$ cat src/rtl/ctdn_pkg.sv
// Shared types, constants and the digit pattern table of the countdown timer.
package ctdn_pkg;

   localparam int TimeWidth = 13;
   localparam int QuoWidth = 8;          // minutes field out of the divide chain
   localparam int DivCells = QuoWidth;   // one restoring step per quotient bit
   localparam int CsrIndexWidth = 2;

   localparam logic [TimeWidth-1:0] DisplayLimit = 13'd5999;
   localparam logic [TimeWidth-1:0] SecondsPerMinute = 13'd60;
   localparam logic [TimeWidth-1:0] LargeStepReset = 13'd60;
   localparam logic [TimeWidth-1:0] SmallStepReset = 13'd10;
   localparam logic [TimeWidth-1:0] MaxTimeReset = 13'd5999;

   // Register indexes of the write port
   localparam logic [CsrIndexWidth-1:0] CsrLargeStep = 2'd0;
   localparam logic [CsrIndexWidth-1:0] CsrSmallStep = 2'd1;
   localparam logic [CsrIndexWidth-1:0] CsrMaxTime = 2'd2;

   // Beep codes
   localparam logic [1:0] BeepNone = 2'd0;
   localparam logic [1:0] BeepShort = 2'd1;
   localparam logic [1:0] BeepAlarm = 2'd2;

   // Scan positions
   localparam logic [1:0] ScanMinTens = 2'd0;
   localparam logic [1:0] ScanMinOnes = 2'd1;
   localparam logic [1:0] ScanSecTens = 2'd2;

   typedef struct packed {
      logic [TimeWidth-1:0] rem;
      logic [QuoWidth-1:0]  quo;
      logic [1:0]           scan;
      logic [1:0]           beep;
      logic                 running;
      logic [TimeWidth-1:0] shown;
   } item_type;

   function automatic logic [6:0] seg_pattern(input logic [3:0] digit);
      logic [6:0] pat;
      case (digit)
         4'd0: pat = 7'h3F;
         4'd1: pat = 7'h06;
         4'd2: pat = 7'h5B;
         4'd3: pat = 7'h4F;
         4'd4: pat = 7'h66;
         4'd5: pat = 7'h6D;
         4'd6: pat = 7'h7D;
         4'd7: pat = 7'h07;
         4'd8: pat = 7'h7F;
         default: pat = 7'h6F;
      endcase
      return pat;
   endfunction

endpackage

$ cat src/rtl/ctdn_ctrl.sv
// Timer control: button edges, set/run state, countdown and the first pipeline register.
module ctdn_ctrl (
   input  logic                                 clock,
   input  logic                                 reset,
   input  logic                                 req_valid,
   output logic                                 req_stall,
   input  logic                                 req_minute_button,
   input  logic                                 req_tens_button,
   input  logic                                 req_run_button,
   input  logic                                 req_second_tick,
   input  logic                                 req_scan_tick,
   input  logic                                 csr_write_enable,
   input  logic [ctdn_pkg::CsrIndexWidth-1:0]   csr_index,
   input  logic [ctdn_pkg::TimeWidth-1:0]       csr_wdata,
   output logic                                 out_valid,
   output ctdn_pkg::item_type                   out_item,
   input  logic                                 out_ready
);

   logic [ctdn_pkg::TimeWidth-1:0] large_ff, small_ff, max_ff;
   logic                           counting_ff, counting_in;
   logic [ctdn_pkg::TimeWidth-1:0] set_ff, set_in;
   logic [ctdn_pkg::TimeWidth-1:0] left_ff, left_in;
   logic [2:0]                     held_ff, held_in;
   logic [1:0]                     scan_ff, scan_in;
   logic [1:0]                     beep;
   logic                           valid_ff;
   ctdn_pkg::item_type             item_ff, item_in;
   logic                           accept;
   logic                           ready;

   function automatic logic [ctdn_pkg::TimeWidth-1:0] add_sat(
      input logic [ctdn_pkg::TimeWidth-1:0] base,
      input logic [ctdn_pkg::TimeWidth-1:0] step,
      input logic [ctdn_pkg::TimeWidth-1:0] limit
   );
      logic [ctdn_pkg::TimeWidth:0] sum;
      sum = {1'b0, base} + {1'b0, step};
      return (sum > {1'b0, limit}) ? limit : sum[ctdn_pkg::TimeWidth-1:0];
   endfunction

   assign ready = !valid_ff || out_ready;
   assign req_stall = !ready;
   assign accept = req_valid && ready;

   always_comb begin
      logic [ctdn_pkg::TimeWidth-1:0] limit;
      logic [ctdn_pkg::TimeWidth-1:0] set1, set2, left1;
      logic                           m_edge, t_edge, r_edge;
      limit = (max_ff > ctdn_pkg::DisplayLimit) ? ctdn_pkg::DisplayLimit : max_ff;
      set1 = set_ff;
      set2 = set_ff;
      left1 = left_ff;
      m_edge = req_minute_button && !held_ff[0];
      t_edge = req_tens_button && !held_ff[1];
      r_edge = req_run_button && !held_ff[2];
      counting_in = counting_ff;
      set_in = set_ff;
      left_in = left_ff;
      held_in = held_ff;
      beep = ctdn_pkg::BeepNone;
      if (!counting_ff) begin
         set1 = m_edge ? add_sat(set_ff, large_ff, limit) : set_ff;
         set2 = t_edge ? add_sat(set1, small_ff, limit) : set1;
         held_in[0] = req_minute_button;
         held_in[1] = req_tens_button;
         if (m_edge || t_edge) begin
            beep = ctdn_pkg::BeepShort;
         end
         // run button is ignored entirely while nothing is set
         if (set2 != '0) begin
            held_in[2] = req_run_button;
            if (r_edge) begin
               counting_in = 1'b1;
               beep = ctdn_pkg::BeepShort;
            end
         end
         set_in = set2;
         left_in = set2;
      end else begin
         if (req_second_tick && left_ff != '0) begin
            left1 = left_ff - 13'd1;
         end
         left_in = left1;
         if (left1 == '0) begin
            set_in = '0;
            counting_in = 1'b0;
            beep = ctdn_pkg::BeepAlarm;
         end else begin
            held_in[2] = req_run_button;
            if (r_edge) begin
               set_in = left1;
               counting_in = 1'b0;
               beep = ctdn_pkg::BeepShort;
            end
         end
      end
      scan_in = scan_ff + {1'b0, req_scan_tick};

      item_in.rem = left_in;
      item_in.quo = '0;
      item_in.scan = scan_ff;
      item_in.beep = beep;
      item_in.running = counting_in;
      item_in.shown = left_in;
   end

   always_ff @(posedge clock) begin
      if (reset) begin
         large_ff <= ctdn_pkg::LargeStepReset;
         small_ff <= ctdn_pkg::SmallStepReset;
         max_ff <= ctdn_pkg::MaxTimeReset;
      end else if (csr_write_enable) begin
         case (csr_index)
            ctdn_pkg::CsrLargeStep: large_ff <= csr_wdata;
            ctdn_pkg::CsrSmallStep: small_ff <= csr_wdata;
            ctdn_pkg::CsrMaxTime: max_ff <= csr_wdata;
            default: ;
         endcase
      end
   end

   always_ff @(posedge clock) begin
      if (reset) begin
         counting_ff <= 1'b0;
         set_ff <= '0;
         left_ff <= '0;
         held_ff <= '0;
         scan_ff <= '0;
         valid_ff <= 1'b0;
      end else begin
         if (accept) begin
            counting_ff <= counting_in;
            set_ff <= set_in;
            left_ff <= left_in;
            held_ff <= held_in;
            scan_ff <= scan_in;
            valid_ff <= 1'b1;
         end else if (out_ready) begin
            valid_ff <= 1'b0;
         end
      end
   end

   always_ff @(posedge clock) begin
      if (accept) begin
         item_ff <= item_in;
      end
   end

   assign out_valid = valid_ff;
   assign out_item = item_ff;

endmodule

$ cat src/rtl/ctdn_div_cell.sv
// One restoring divide-by-60 step with its own pipeline register.
module ctdn_div_cell #(
   parameter int Shift = 0
) (
   input  logic               clock,
   input  logic               reset,
   input  logic               in_valid,
   output logic               in_ready,
   input  ctdn_pkg::item_type in_item,
   output logic               out_valid,
   output ctdn_pkg::item_type out_item,
   input  logic               out_ready
);

   localparam logic [ctdn_pkg::TimeWidth-1:0] Divisor =
      ctdn_pkg::TimeWidth'(ctdn_pkg::SecondsPerMinute << Shift);

   logic               valid_ff;
   ctdn_pkg::item_type item_ff, item_in;

   always_comb begin
      item_in = in_item;
      if (in_item.rem >= Divisor) begin
         item_in.rem = in_item.rem - Divisor;
         item_in.quo[Shift] = 1'b1;
      end
   end

   assign in_ready = !valid_ff || out_ready;

   always_ff @(posedge clock) begin
      if (reset) begin
         valid_ff <= 1'b0;
      end else if (in_valid && in_ready) begin
         valid_ff <= 1'b1;
      end else if (out_ready) begin
         valid_ff <= 1'b0;
      end
   end

   always_ff @(posedge clock) begin
      if (in_valid && in_ready) begin
         item_ff <= item_in;
      end
   end

   assign out_valid = valid_ff;
   assign out_item = item_ff;

endmodule

$ cat src/rtl/ctdn_seg_out.sv
// Digit split, segment lookup and the result register.
module ctdn_seg_out (
   input  logic               clock,
   input  logic               reset,
   input  logic               in_valid,
   output logic               in_ready,
   input  ctdn_pkg::item_type in_item,
   output logic               rsp_valid,
   input  logic               rsp_stall,
   output logic [6:0]         rsp_segments,
   output logic [3:0]         rsp_digit_enable,
   output logic [1:0]         rsp_beep,
   output logic               rsp_running,
   output logic [12:0]        rsp_time_left
);

   logic        valid_ff;
   logic [6:0]  segments_ff, segments_in;
   logic [3:0]  enable_ff, enable_in;
   logic [1:0]  beep_ff;
   logic        running_ff;
   logic [12:0] left_ff;

   always_comb begin
      logic [15:0] min_prod;
      logic [13:0] sec_prod;
      logic [4:0]  min_tens;
      logic [7:0]  min_ones;
      logic [2:0]  sec_tens;
      logic [5:0]  sec_ones;
      logic [7:0]  digit;
      // x/10 as (x*205)>>11, exact for x below 1029
      min_prod = 16'(in_item.quo) * 16'd205;
      sec_prod = 14'(in_item.rem[5:0]) * 14'd205;
      min_tens = min_prod[15:11];
      sec_tens = sec_prod[13:11];
      min_ones = in_item.quo - 8'(min_tens) * 8'd10;
      sec_ones = in_item.rem[5:0] - 6'(sec_tens) * 6'd10;
      case (in_item.scan)
         ctdn_pkg::ScanMinTens: digit = 8'(min_tens);
         ctdn_pkg::ScanMinOnes: digit = min_ones;
         ctdn_pkg::ScanSecTens: digit = 8'(sec_tens);
         default: digit = 8'(sec_ones);
      endcase
      if (digit > 8'd9) begin
         digit = 8'd9;
      end
      segments_in = ctdn_pkg::seg_pattern(digit[3:0]);
      enable_in = 4'b0001 << in_item.scan;
   end

   assign in_ready = !valid_ff || !rsp_stall;

   always_ff @(posedge clock) begin
      if (reset) begin
         valid_ff <= 1'b0;
      end else if (in_valid && in_ready) begin
         valid_ff <= 1'b1;
      end else if (!rsp_stall) begin
         valid_ff <= 1'b0;
      end
   end

   always_ff @(posedge clock) begin
      if (in_valid && in_ready) begin
         segments_ff <= segments_in;
         enable_ff <= enable_in;
         beep_ff <= in_item.beep;
         running_ff <= in_item.running;
         left_ff <= in_item.shown;
      end
   end

   assign rsp_valid = valid_ff;
   assign rsp_segments = segments_ff;
   assign rsp_digit_enable = enable_ff;
   assign rsp_beep = beep_ff;
   assign rsp_running = running_ff;
   assign rsp_time_left = left_ff;

endmodule

$ cat src/rtl/countdown_timer_seven_segment.sv
// Countdown timer top: control, divide-by-60 cell chain and segment output stage.
// Pipeline: an accepted item passes the control register, 8 divide cells and the
// output register in that order; each stage holds one item.
// Throughput: one item per cycle while rsp_stall is low; a stage refills as soon as its successor moves on.
// Reset: synchronous; clears pipeline valids, timer state and scan position, and
// loads large_step 60, small_step 10, max_time 5999.
module countdown_timer_seven_segment (
   input  logic        clock,
   input  logic        reset,
   input  logic        req_valid,
   output logic        req_stall,
   input  logic        req_minute_button,
   input  logic        req_tens_button,
   input  logic        req_run_button,
   input  logic        req_second_tick,
   input  logic        req_scan_tick,
   output logic        rsp_valid,
   input  logic        rsp_stall,
   output logic [6:0]  rsp_segments,
   output logic [3:0]  rsp_digit_enable,
   output logic [1:0]  rsp_beep,
   output logic        rsp_running,
   output logic [12:0] rsp_time_left,
   input  logic        csr_write_enable,
   input  logic [1:0]  csr_index,
   input  logic [12:0] csr_wdata
);

   logic               chain_valid [ctdn_pkg::DivCells+1];
   logic               chain_ready [ctdn_pkg::DivCells+1];
   ctdn_pkg::item_type chain_item  [ctdn_pkg::DivCells+1];

   ctdn_ctrl u_ctrl (
      .clock             (clock),
      .reset             (reset),
      .req_valid         (req_valid),
      .req_stall         (req_stall),
      .req_minute_button (req_minute_button),
      .req_tens_button   (req_tens_button),
      .req_run_button    (req_run_button),
      .req_second_tick   (req_second_tick),
      .req_scan_tick     (req_scan_tick),
      .csr_write_enable  (csr_write_enable),
      .csr_index         (csr_index),
      .csr_wdata         (csr_wdata),
      .out_valid         (chain_valid[0]),
      .out_item          (chain_item[0]),
      .out_ready         (chain_ready[0])
   );

   // highest quotient bit first
   for (genvar i = 0; i < ctdn_pkg::DivCells; i++) begin : g_cell
      ctdn_div_cell #(
         .Shift (ctdn_pkg::DivCells - 1 - i)
      ) u_cell (
         .clock     (clock),
         .reset     (reset),
         .in_valid  (chain_valid[i]),
         .in_ready  (chain_ready[i]),
         .in_item   (chain_item[i]),
         .out_valid (chain_valid[i+1]),
         .out_item  (chain_item[i+1]),
         .out_ready (chain_ready[i+1])
      );
   end

   ctdn_seg_out u_seg_out (
      .clock            (clock),
      .reset            (reset),
      .in_valid         (chain_valid[ctdn_pkg::DivCells]),
      .in_ready         (chain_ready[ctdn_pkg::DivCells]),
      .in_item          (chain_item[ctdn_pkg::DivCells]),
      .rsp_valid        (rsp_valid),
      .rsp_stall        (rsp_stall),
      .rsp_segments     (rsp_segments),
      .rsp_digit_enable (rsp_digit_enable),
      .rsp_beep         (rsp_beep),
      .rsp_running      (rsp_running),
      .rsp_time_left    (rsp_time_left)
   );

endmodule
$ cat config.mk
export PLATFORM = sky130hd
export DESIGN_NAME = countdown_timer_seven_segment
export DESIGN_NICKNAME = d
export VERILOG_FILES = /design/src/rtl/ctdn_pkg.sv /design/src/rtl/ctdn_ctrl.sv /design/src/rtl/ctdn_div_cell.sv /design/src/rtl/ctdn_seg_out.sv /design/src/rtl/countdown_timer_seven_segment.sv
export SDC_FILE = /design/constraint.sdc
export NUM_CORES = 1
export LEC_CHECK = 0
export BUFFER_PORTS_ARGS = -buffer_cell sky130_fd_sc_hd__buf_2
export CORE_ASPECT_RATIO = 1.5
export CORE_MARGIN = 2
export CORE_UTILIZATION = 35
export CTS_CLUSTER_SIZE = 30
export DETAILED_ROUTE_END_ITERATION = 8
export PLACE_DENSITY = 0.52
export SLEW_MARGIN = 20
export SYNTH_ARGS = -nofsm -noshare
export SYNTH_HDL_FRONTEND = slang
export SYNTH_HIERARCHICAL = 1
export SYNTH_SLANG_ARGS = --single-unit
$ cat constraint.sdc
create_clock -name clock -period 9.35 [get_ports clock]
set_input_delay 0 -clock clock [delete_from_list [all_inputs] [get_ports clock]]
set_output_delay 0 -clock clock [all_outputs]
set_load 0.02 [all_outputs]
==> impl_metrics.env, run 1 <==
export IMPL_outcome="completed"
export IMPL_finalHoldViolCount=0
export IMPL_period_needed_ns=8.789
export IMPL_gr_total_overflow=0
export IMPL_clockRootBuffer="clkbuf_16"
export IMPL_grt_usage_pct=15.12
export IMPL_crit_required_ns=9.68
export IMPL_clock_latency_ns=0.58
export IMPL_end_kind="register"
export IMPL_antenna_cells=0
export IMPL_rows=111
export IMPL_dp_cells=2585
export IMPL_powerDensity_mw_per_mm2=187.6
export IMPL_routabilityCongestion=0.9385
export IMPL_io_buffers=53
export IMPL_drtIter0Drc=621
export IMPL_antenna_found_initial=0
export IMPL_nFillCells=5829
export IMPL_power_leakage_nw=9.150
export IMPL_io_pins=54
export IMPL_finalNetCount=2069
export IMPL_cpLargestDelayFamily="compound AO/OA/AOI/OAI gates"
export IMPL_die_x_um=207.2
export IMPL_fin_skew_ns=0.01265
export IMPL_syn_area_mm2=0.02168
export IMPL_avgSynthCellArea_um2=12.19
export IMPL_hpwl_um=37660
export IMPL_drtAntennaViolNets=0
export IMPL_syn2layout_area_growth_pct=13.71
export IMPL_crit_path_max_incr_delay_ns=0.52
export IMPL_crit_buf_inv=1
export IMPL_drive_above_1_share_pct=13.76
export IMPL_maxCapViolations=0
export IMPL_grt_pass1_wl_um=76210
export IMPL_fp_dieH_um=308.8
export IMPL_worst_pin_slew_ns=0.9505
export IMPL_grt_pass1_vias=14230
export IMPL_final_cells=2702
export IMPL_fmax_mhz=113.8
export IMPL_htreeDepth=2
export IMPL_grt_max_degree=40
export IMPL_drc=0
export IMPL_cts_buffers=44
export IMPL_cts_tree="built"
export IMPL_total_power_mw=4.625
export IMPL_critPathSlowestCell="a31oi_1"
export IMPL_crit_type="register to register"
export IMPL_hp_class="input pin to register"
export IMPL_min_period_over_period_pct=94.00
export IMPL_vias=13960
export IMPL_cp_arrival_ns=9.12
export IMPL_post_route_util_pct=40.25
export IMPL_maxSlewViolCount=0
export IMPL_first_pass_iters=5
export IMPL_via_per_inst=5.167
export IMPL_irDropWorstVdd_mv=0.1572
export IMPL_cts_buffer_depth=3
export IMPL_cts_sinks=431
export IMPL_wirelength_um=48580
export IMPL_routedWlPerCell_um=17.98
export IMPL_crit_fanout=7
export IMPL_setup_viol=0
export IMPL_die_area_mm2=0.06399
export IMPL_slew_headroom_pct=36.55
export IMPL_core_area_mm2=0.06125
export IMPL_start_util_pct=35.39
export IMPL_ys_warn_count=6
export IMPL_clkTransAtPathRegs_ns=0.07
export IMPL_synth_cells=1779
export IMPL_cp_start_kind="register"
[timing repair]
| action | in CTS | in global routing |
|---|---|---|
| gates resized for setup | 4 | 13 |
| gates cloned | 0 | 1 |
| pin swaps | 0 | 6 |
| hold buffers | 29 | 0 |
| endpoints found under the setup margin | 1 | 21 |
| endpoints found under the hold margin | 67 | 0 |
| buffers inserted | 0 | 6 |
[worst reg2reg max path, delay by kind of cell, from the launching register on]
family,cells,cell delay [ns]
adders and majority gates,5,1.65
AOI/OAI and AO/OA,19,4.29
buffers and inverters,1,0.06
DFF,1,0.36
and+or+nand+nor,9,1.76
xor gates and xnor gates,2,0.41
[path summary, 6_finish.rpt]
| check | startpoint | slack (ns) | to | cells after the start |
|---|---|---|---|---|
| max reg2reg | u_ctrl/set_ff[0] | 0.56 | u_ctrl/out_item[14] | 36 |
| min | req_second_tick | 0.16 | u_ctrl/out_item[12] | 4 |
| min reg2reg | g_cell[1].u_cell/out_item[19] | 0.41 | g_cell[2].u_cell/out_item[19] | 0 |
| max | u_ctrl/set_ff[0] | 0.56 | u_ctrl/out_item[14] | 36 |
[layer usage]
layer / vias to the layer above / wire (µm) / GRT usage, %
li1: 6780 / - / -
met1: 6751 / 16140 / 13.64
met2: 306 / 28170 / 31.53
met3: 125 / 1524 / 1.980
met4: 0 / 2751 / 8.538
met5: - / 0 / 0
[report_power, final]
part           switching (mW)  internal (mW)
sequential             0.0630           2.13
clock                   0.764           1.02
combinational           0.398          0.246
total                    1.22           3.40
[flip-flops by register name (all words and copies together) (netlist names), 2 cells and up]
name,cells
u_ctrl/large_ff,13
u_ctrl/out_item,18
u_ctrl/held_ff,3
u_seg_out/rsp_time_left,13
g_cell.u_cell/out_item,305
u_ctrl/max_ff,13
u_ctrl/left_ff,13
u_ctrl/scan_ff,2
u_seg_out/rsp_beep,2
u_ctrl/set_ff,13
u_seg_out/rsp_digit_enable,4
u_seg_out/rsp_segments,7
g_cell.u_cell/out_valid,8
u_ctrl/small_ff,13
[per-stage QoR]
stage / hold WS, ns / instance area (µm²) / worst slack (ns) / setup TNS (ns)
after floorplan: 0.06907 / 21700 / 1.453 / 0
after global placement: 0.2400 / 22730 / 0.1131 / 0
after detailed placement: 0.2433 / 22730 / -0.01579 / -0.01579
after CTS: 0.1047 / 24530 / 0.03509 / 0
after global routing: 0.1385 / 24650 / -0.01371 / -0.01371
final: 0.1613 / 24650 / 0.5609 / 0
[cell usage in the layout (no fill, tap or decap), types with 15 or more instances in the layout]
cell / n
dfxtp_1: 81
nand3_1: 40
edfxtp_1: 350
mux2_2: 15
clkbuf_16: 44
buf_2: 53
xor2_1: 35
dlygate4sd3_1: 29
nand2b_1: 26
xnor2_1: 31
nand2_1: 173
o211ai_1: 22
buf_4: 25
mux2i_1: 17
ha_1: 148
nand4_1: 18
inv_1: 89
a21oi_1: 107
nor3_1: 30
o21ai_0: 61
nor2_1: 112
a211oi_1: 17
a21o_1: 26
fa_1: 20
[final cells by class]
class                   instances  area [µm²]  area share [%]
flip-flops and latches        431       12130           49.21
multi-input cells            1200        8957           36.34
clock buffers                  48        1116           4.527
inverters                      92       345.3           1.401
repair buffers                107       743.2           3.015
well taps                     791       989.7           4.015
clock inverters                33       367.9           1.492
Power figures use the tool's default switching activity.
==> run 2, diff against run 1 <==
Settings changed: PLACE_DENSITY 0.52 to 0.55.
==> run 2 against run 1 <==
Against the previous run: die area did not move; register-to-register slack got worse by 0.04 ns; wire length is 0.51% lower; first-iteration DRC count is 27% higher; core utilization about the same; via count grew 0.14%; worst hold slack worse by 0.075 ns; critical path type unchanged; critical endpoint unchanged; highest routed layer unchanged.
==> impl_metrics.env, run 2 (synthesis gave the netlist of run 1 again) <==
export IMPL_power_frac_comb_pct=14.1
export IMPL_die_x_um=207.2
export IMPL_critPathSlowestCell="or4_1"
export IMPL_clkTransAtPathRegs_ns=0.06
export IMPL_cts_sinks=431
export IMPL_start_util_pct=35.39
export IMPL_cpMostUsedCell="ha_1"
export IMPL_slew_headroom_pct=34.78
export IMPL_htreeDepth=2
export IMPL_fmax_mhz=113.2
export IMPL_cts_tree="built"
export IMPL_finalNetCount=2070
export IMPL_clkPwrFrac_pct=38.3
export IMPL_fin_skew_ns=0.01515
export IMPL_drc=0
export IMPL_pwr_share_seq_pct=47.6
export IMPL_grt_pass1_vias=14330
export IMPL_drtAntennaViolNets=0
export IMPL_cp_arrival_ns=9.14
export IMPL_maxCapViolations=0
export IMPL_antenna_cells=0
export IMPL_internal_power_mw=3.406
export IMPL_pre_cts_slack_ns=0.09259
export IMPL_die_area_mm2=0.06399
export IMPL_setup_slack_ns=0.5196
export IMPL_crit_required_ns=9.66
export IMPL_worst_pin_slew_ns=0.9718
export IMPL_syn2layout_area_growth_pct=13.83
export IMPL_swShare_pct=26.09
export IMPL_layout_common_cells="edfxtp_1, nand2_1, ha_1, nor2_1, a21oi_1"
export IMPL_io_pins=54
export IMPL_min_period_over_period_pct=94.44
export IMPL_hpwl_um=37300
export IMPL_setup_viol=0
export IMPL_crit_path_max_incr_delay_ns=0.54
export IMPL_grt_max_degree=43
export IMPL_wirelength_um=48330
export IMPL_drive_above_1_share_pct=14.12
export IMPL_hp_class="input pin to register"
export IMPL_first_pass_iters=6
export IMPL_finalInstanceArea_mm2=0.02468
export IMPL_maxSlewViolCount=0
export IMPL_vias=13980
export IMPL_grt_pass1_wl_um=75770
export IMPL_cp_start_kind="register"
export IMPL_power_leakage_nw=9.164
export IMPL_largest_reg_flops=305
export IMPL_grt_usage_pct=15.05
export IMPL_post_route_util_pct=40.29
export IMPL_powerDensity_mw_per_mm2=186.7
export IMPL_io_buffers=53
export IMPL_irDropWorstVdd_mv=0.1401
export IMPL_period_needed_ns=8.830
export IMPL_dpl_instance_area_mm2=0.02273
export IMPL_rows=111
export IMPL_drtIter0Drc=787
export IMPL_crit_type="register to register"
export IMPL_finalHoldViolCount=0
export IMPL_core_area_mm2=0.06125
export IMPL_end_kind="register"
export IMPL_gr_total_overflow=0
export IMPL_mostFrequentLayoutCell="edfxtp_1"
export IMPL_nFillCells=5754
export IMPL_crit_fanout=8
export IMPL_outcome="completed"
export IMPL_via_per_inst=5.173
export IMPL_antenna_found_initial=0
export IMPL_clockRootBuffer="clkbuf_16"
export IMPL_net_switching_power_mw=1.202
export IMPL_routedWlPerCell_um=17.88
export IMPL_routabilityCongestion=0.9362
export IMPL_cts_buffer_depth=3
export IMPL_cts_buffers=43
export IMPL_clock_latency_ns=0.57
export IMPL_fp_dieH_um=308.8
==> run 2: metal layers <==
layer  track usage, %  part of all wire (%)
met2            30.93                    57
met4            9.219                   6.0
met3            2.234                   3.4
met5                0                     0
met1            13.52                    33
==> run 2: per-stage QoR <==
step / power [mW] / std cells / hold WS [ns] / setup TNS (ns)
after floorplan: 2.661 / 1786 / 0.06907 / 0
after global placement: 2.834 / 2585 / 0.2389 / 0
after detailed placement: 2.839 / 2585 / 0.2439 / 0
after CTS: 4.643 / 2692 / 0.04676 / 0
after global routing: 4.803 / 2703 / 0.1278 / -0.007444
final: 4.608 / 2703 / 0.08606 / 0
==> run 2: repair_timing <==
item | 4_1_cts | 5_1_grt
setup buffers | 0 | 11
hold buffers | 27 | 0
resized for setup | 0 | 18
endpoints found under the hold margin | 64 | 0
endpoints found under the setup margin | 0 | 23
==> run 2: path summary, 6_finish.rpt <==
kind | start | slack, ns | cells past startpoint | end
hold / removal | csr_index[1] | 0.09 | 4 | u_ctrl/max_ff[0]
hold reg to reg | g_cell[2].u_cell/out_item[15] | 0.41 | 0 | g_cell[3].u_cell/out_item[15]
setup / recovery | u_ctrl/set_ff[0] | 0.52 | 35 | u_ctrl/out_item[14]
setup reg to reg | u_ctrl/set_ff[0] | 0.52 | 35 | u_ctrl/out_item[14]
==> run 2: power by group through the flow <==
stage,clock network (mW),registers [mW],logic [mW]
2_1_floorplan,0,2.20,0.462
3_3_place_gp,0,2.23,0.603
3_5_place_dp,0,2.23,0.606
4_1_cts,1.83,2.19,0.619
5_1_grt,1.90,2.20,0.707
6_report,1.76,2.19,0.651
==> run 2: cell type report <==
class	count	area, µm²	area share (%)
clock buffers	53	1135	4.599
repair buffers	110	783.3	3.174
clock inverters	27	341.6	1.384
well taps	791	989.7	4.011
flip-flops and latches	431	12130	49.16
multi-input cells	1199	8951	36.27
inverters	92	345.3	1.399
==> run 2: critical path, delay by kind of cell (launching register included) <==
family	cells	cell delay (ns)
AOI/OAI and AO/OA	20	4.11
xor gates and xnor gates	1	0.21
adders and majority gates	5	1.59
buffers and inverters	3	0.45
DFF	1	0.36
and+or+nand+nor	6	1.87
==> run 3, diff against run 2 <==
Settings changed: CORE_MARGIN 2 to unset, GPL_ROUTABILITY_DRIVEN set to 1.
==> run 3 against run 2 <==
Against the previous run: non-clock buffer count rose by 1; global-route usage rose by 0.25 points; sequential share of layout area rose by 0.18 points; clock skew rose by 0.025 ns; wire length fell by 1.2%; clock-buffer cell count fell by 1; worst setup slack got worse by 0.058 ns; critical endpoint unchanged; largest cell class unchanged.
==> impl_metrics.env, run 3 (synthesis gave the netlist of run 1 again) <==
export IMPL_irDropWorstVdd_mv=0.1492
export IMPL_routabilityCongestion=0.9034
export IMPL_end_kind="register"
export IMPL_hpwl_um=36940
export IMPL_clkTransAtPathRegs_ns=0.06
export IMPL_min_period_over_period_pct=95.06
export IMPL_finalNetCount=2071
export IMPL_die_x_um=205.2
export IMPL_layout_common_cells="edfxtp_1, nand2_1, ha_1, nor2_1, a21oi_1"
export IMPL_antenna_found_initial=0
export IMPL_fin_skew_ns=0.03982
export IMPL_crit_required_ns=9.69
export IMPL_outcome="completed"
export IMPL_wirelength_um=47750
export IMPL_cts_sinks=431
export IMPL_met3_length_um=1474
export IMPL_fin_tns_setup_ns=0
export IMPL_finalHoldViolCount=0
export IMPL_setup_slack_ns=0.4617
export IMPL_slew_headroom_pct=36.77
export IMPL_clockRootBuffer="clkbuf_16"
export IMPL_antenna_cells=0
export IMPL_cpLargestDelayFamily="compound AO/OA/AOI/OAI gates"
export IMPL_worst_pin_slew_ns=0.9472
export IMPL_fmax_mhz=112.5
export IMPL_crit_path_end="u_ctrl/out_item[14]"
export IMPL_drtIter0Drc=649
export IMPL_met2WireLength_um=27310
export IMPL_pre_cts_slack_ns=0.02368
export IMPL_startpoint="u_ctrl/set_ff[0]"
export IMPL_drive_above_1_share_pct=13.87
export IMPL_powerDensity_mw_per_mm2=184.5
export IMPL_first_pass_iters=4
export IMPL_crit_path_max_incr_delay_ns=0.52
export IMPL_rr_worst_depth=41
export IMPL_maxCapViolations=0
export IMPL_syn2layout_area_growth_pct=13.42
export IMPL_cts_buffers=43
export IMPL_vias=14020
export IMPL_cts_tree="built"
export IMPL_start_util_pct=35.48
export IMPL_cts_buffer_depth=3
export IMPL_power_leakage_nw=9.155
export IMPL_path_depth=41
export IMPL_drtAntennaViolNets=0
export IMPL_critPathSlowestCell="or4_1"
export IMPL_crit_fanout=8
export IMPL_clock_latency_ns=0.60
export IMPL_setup_viol=0
export IMPL_routedWlPerCell_um=17.68
export IMPL_maxSlewViolCount=0
export IMPL_hold_slack_ns=0.05579
export IMPL_timing_rr_end="u_ctrl/out_item[14]"
export IMPL_wl_met1_um=15990
export IMPL_io_pins=54
export IMPL_crit_buf_inv=2
export IMPL_die_area_mm2=0.06296
export IMPL_htreeDepth=2
export IMPL_grt_pass1_wl_um=74600
export IMPL_r2r_start="u_ctrl/set_ff[0]"
export IMPL_grt_pass1_vias=14310
export IMPL_fp_dieH_um=306.8
export IMPL_drc=0
export IMPL_largest_reg_flops=305
export IMPL_rows=111
export IMPL_hp_class="input pin to register"
export IMPL_total_power_mw=4.537
export IMPL_mostFrequentLayoutCell="edfxtp_1"
export IMPL_via_per_inst=5.189
export IMPL_grt_usage_pct=15.30
export IMPL_gr_total_overflow=0
export IMPL_r2r_setup_slack_ns=0.46
export IMPL_grt_max_degree=41
export IMPL_highest_layer="met4"
export IMPL_io_buffers=53
export IMPL_core_area_mm2=0.06111
export IMPL_crit_type="register to register"
export IMPL_period_needed_ns=8.888
export IMPL_cpMostUsedCell="a21oi_1"
export IMPL_cp_arrival_ns=9.23
export IMPL_cp_start_kind="register"
run 3: stage by stage:
| step | instances | area (µm²) | utilization [%] |
|---|---|---|---|
| final | 2701 | 24590 | 40.24 |
| after global routing | 2701 | 24590 | 40.24 |
| after CTS | 2691 | 24410 | 39.94 |
| after detailed placement | 2587 | 22740 | 37.21 |
| after global placement | 2587 | 22740 | 37.21 |
| after floorplan | 1786 | 21700 | - |
run 3: worst min-delay path by stage:
stage                                             to  cells past startpoint         start
after floorplan           g_cell[0].u_cell/out_valid                      1         reset
after global placement              u_ctrl/out_valid                      3     req_valid
after detailed placement            u_ctrl/out_valid                      3     req_valid
after CTS                         u_ctrl/large_ff[3]                      4  csr_index[0]
after global routing              u_ctrl/large_ff[2]                      4  csr_index[0]
final                             u_ctrl/large_ff[3]                      4  csr_index[0]
run 3: worst register-to-register path: cells and delay by family, from the launching register on:
| kind | cells | cell delay [ns] |
|---|---|---|
| buffers and inverters | 2 | 0.13 |
| adder cells (fa/ha/maj) | 5 | 1.58 |
| AND/OR/NAND/NOR | 14 | 2.66 |
| XOR/XNOR | 2 | 0.31 |
| AO/OA/AOI/OAI | 18 | 3.58 |
| flip-flops | 1 | 0.36 |
run 3: final cells by class:
type | count | area (µm²)
multi-input cells | 1199 | 8955
fillers | 5896 | 36520
repair buffers | 111 | 780.7
inverters | 92 | 345.3
well taps | 791 | 989.7
clock inverters | 25 | 265.3
clock buffers | 52 | 1120
flip-flops and latches | 431 | 12130
run 3: power breakdown:
| group | total (mW) | switching [mW] | internal, mW |
|---|---|---|---|
| combinational | 0.649 | 0.395 | 0.254 |
| clock | 1.70 | 0.745 | 0.951 |
| sequential | 2.19 | 0.0608 | 2.13 |
| total | 4.54 | 1.20 | 3.34 |
run 3: timing repair:
action	4_1_cts	5_1_grt
pin swaps	0	8
gates cloned	0	0
endpoints found under the hold margin	66	0
hold buffers	27	0
setup buffers	0	10
setup endpoints to repair	1	21
gates resized for setup	2	16
run 3: per-layer routing:
metal / GRT usage (%) / vias to the layer above
met2: 31.07 / 312
met3: 2.289 / 147
li1: - / 6797
met5: 0 / -
met4: 9.440 / 0
met1: 13.61 / 6759
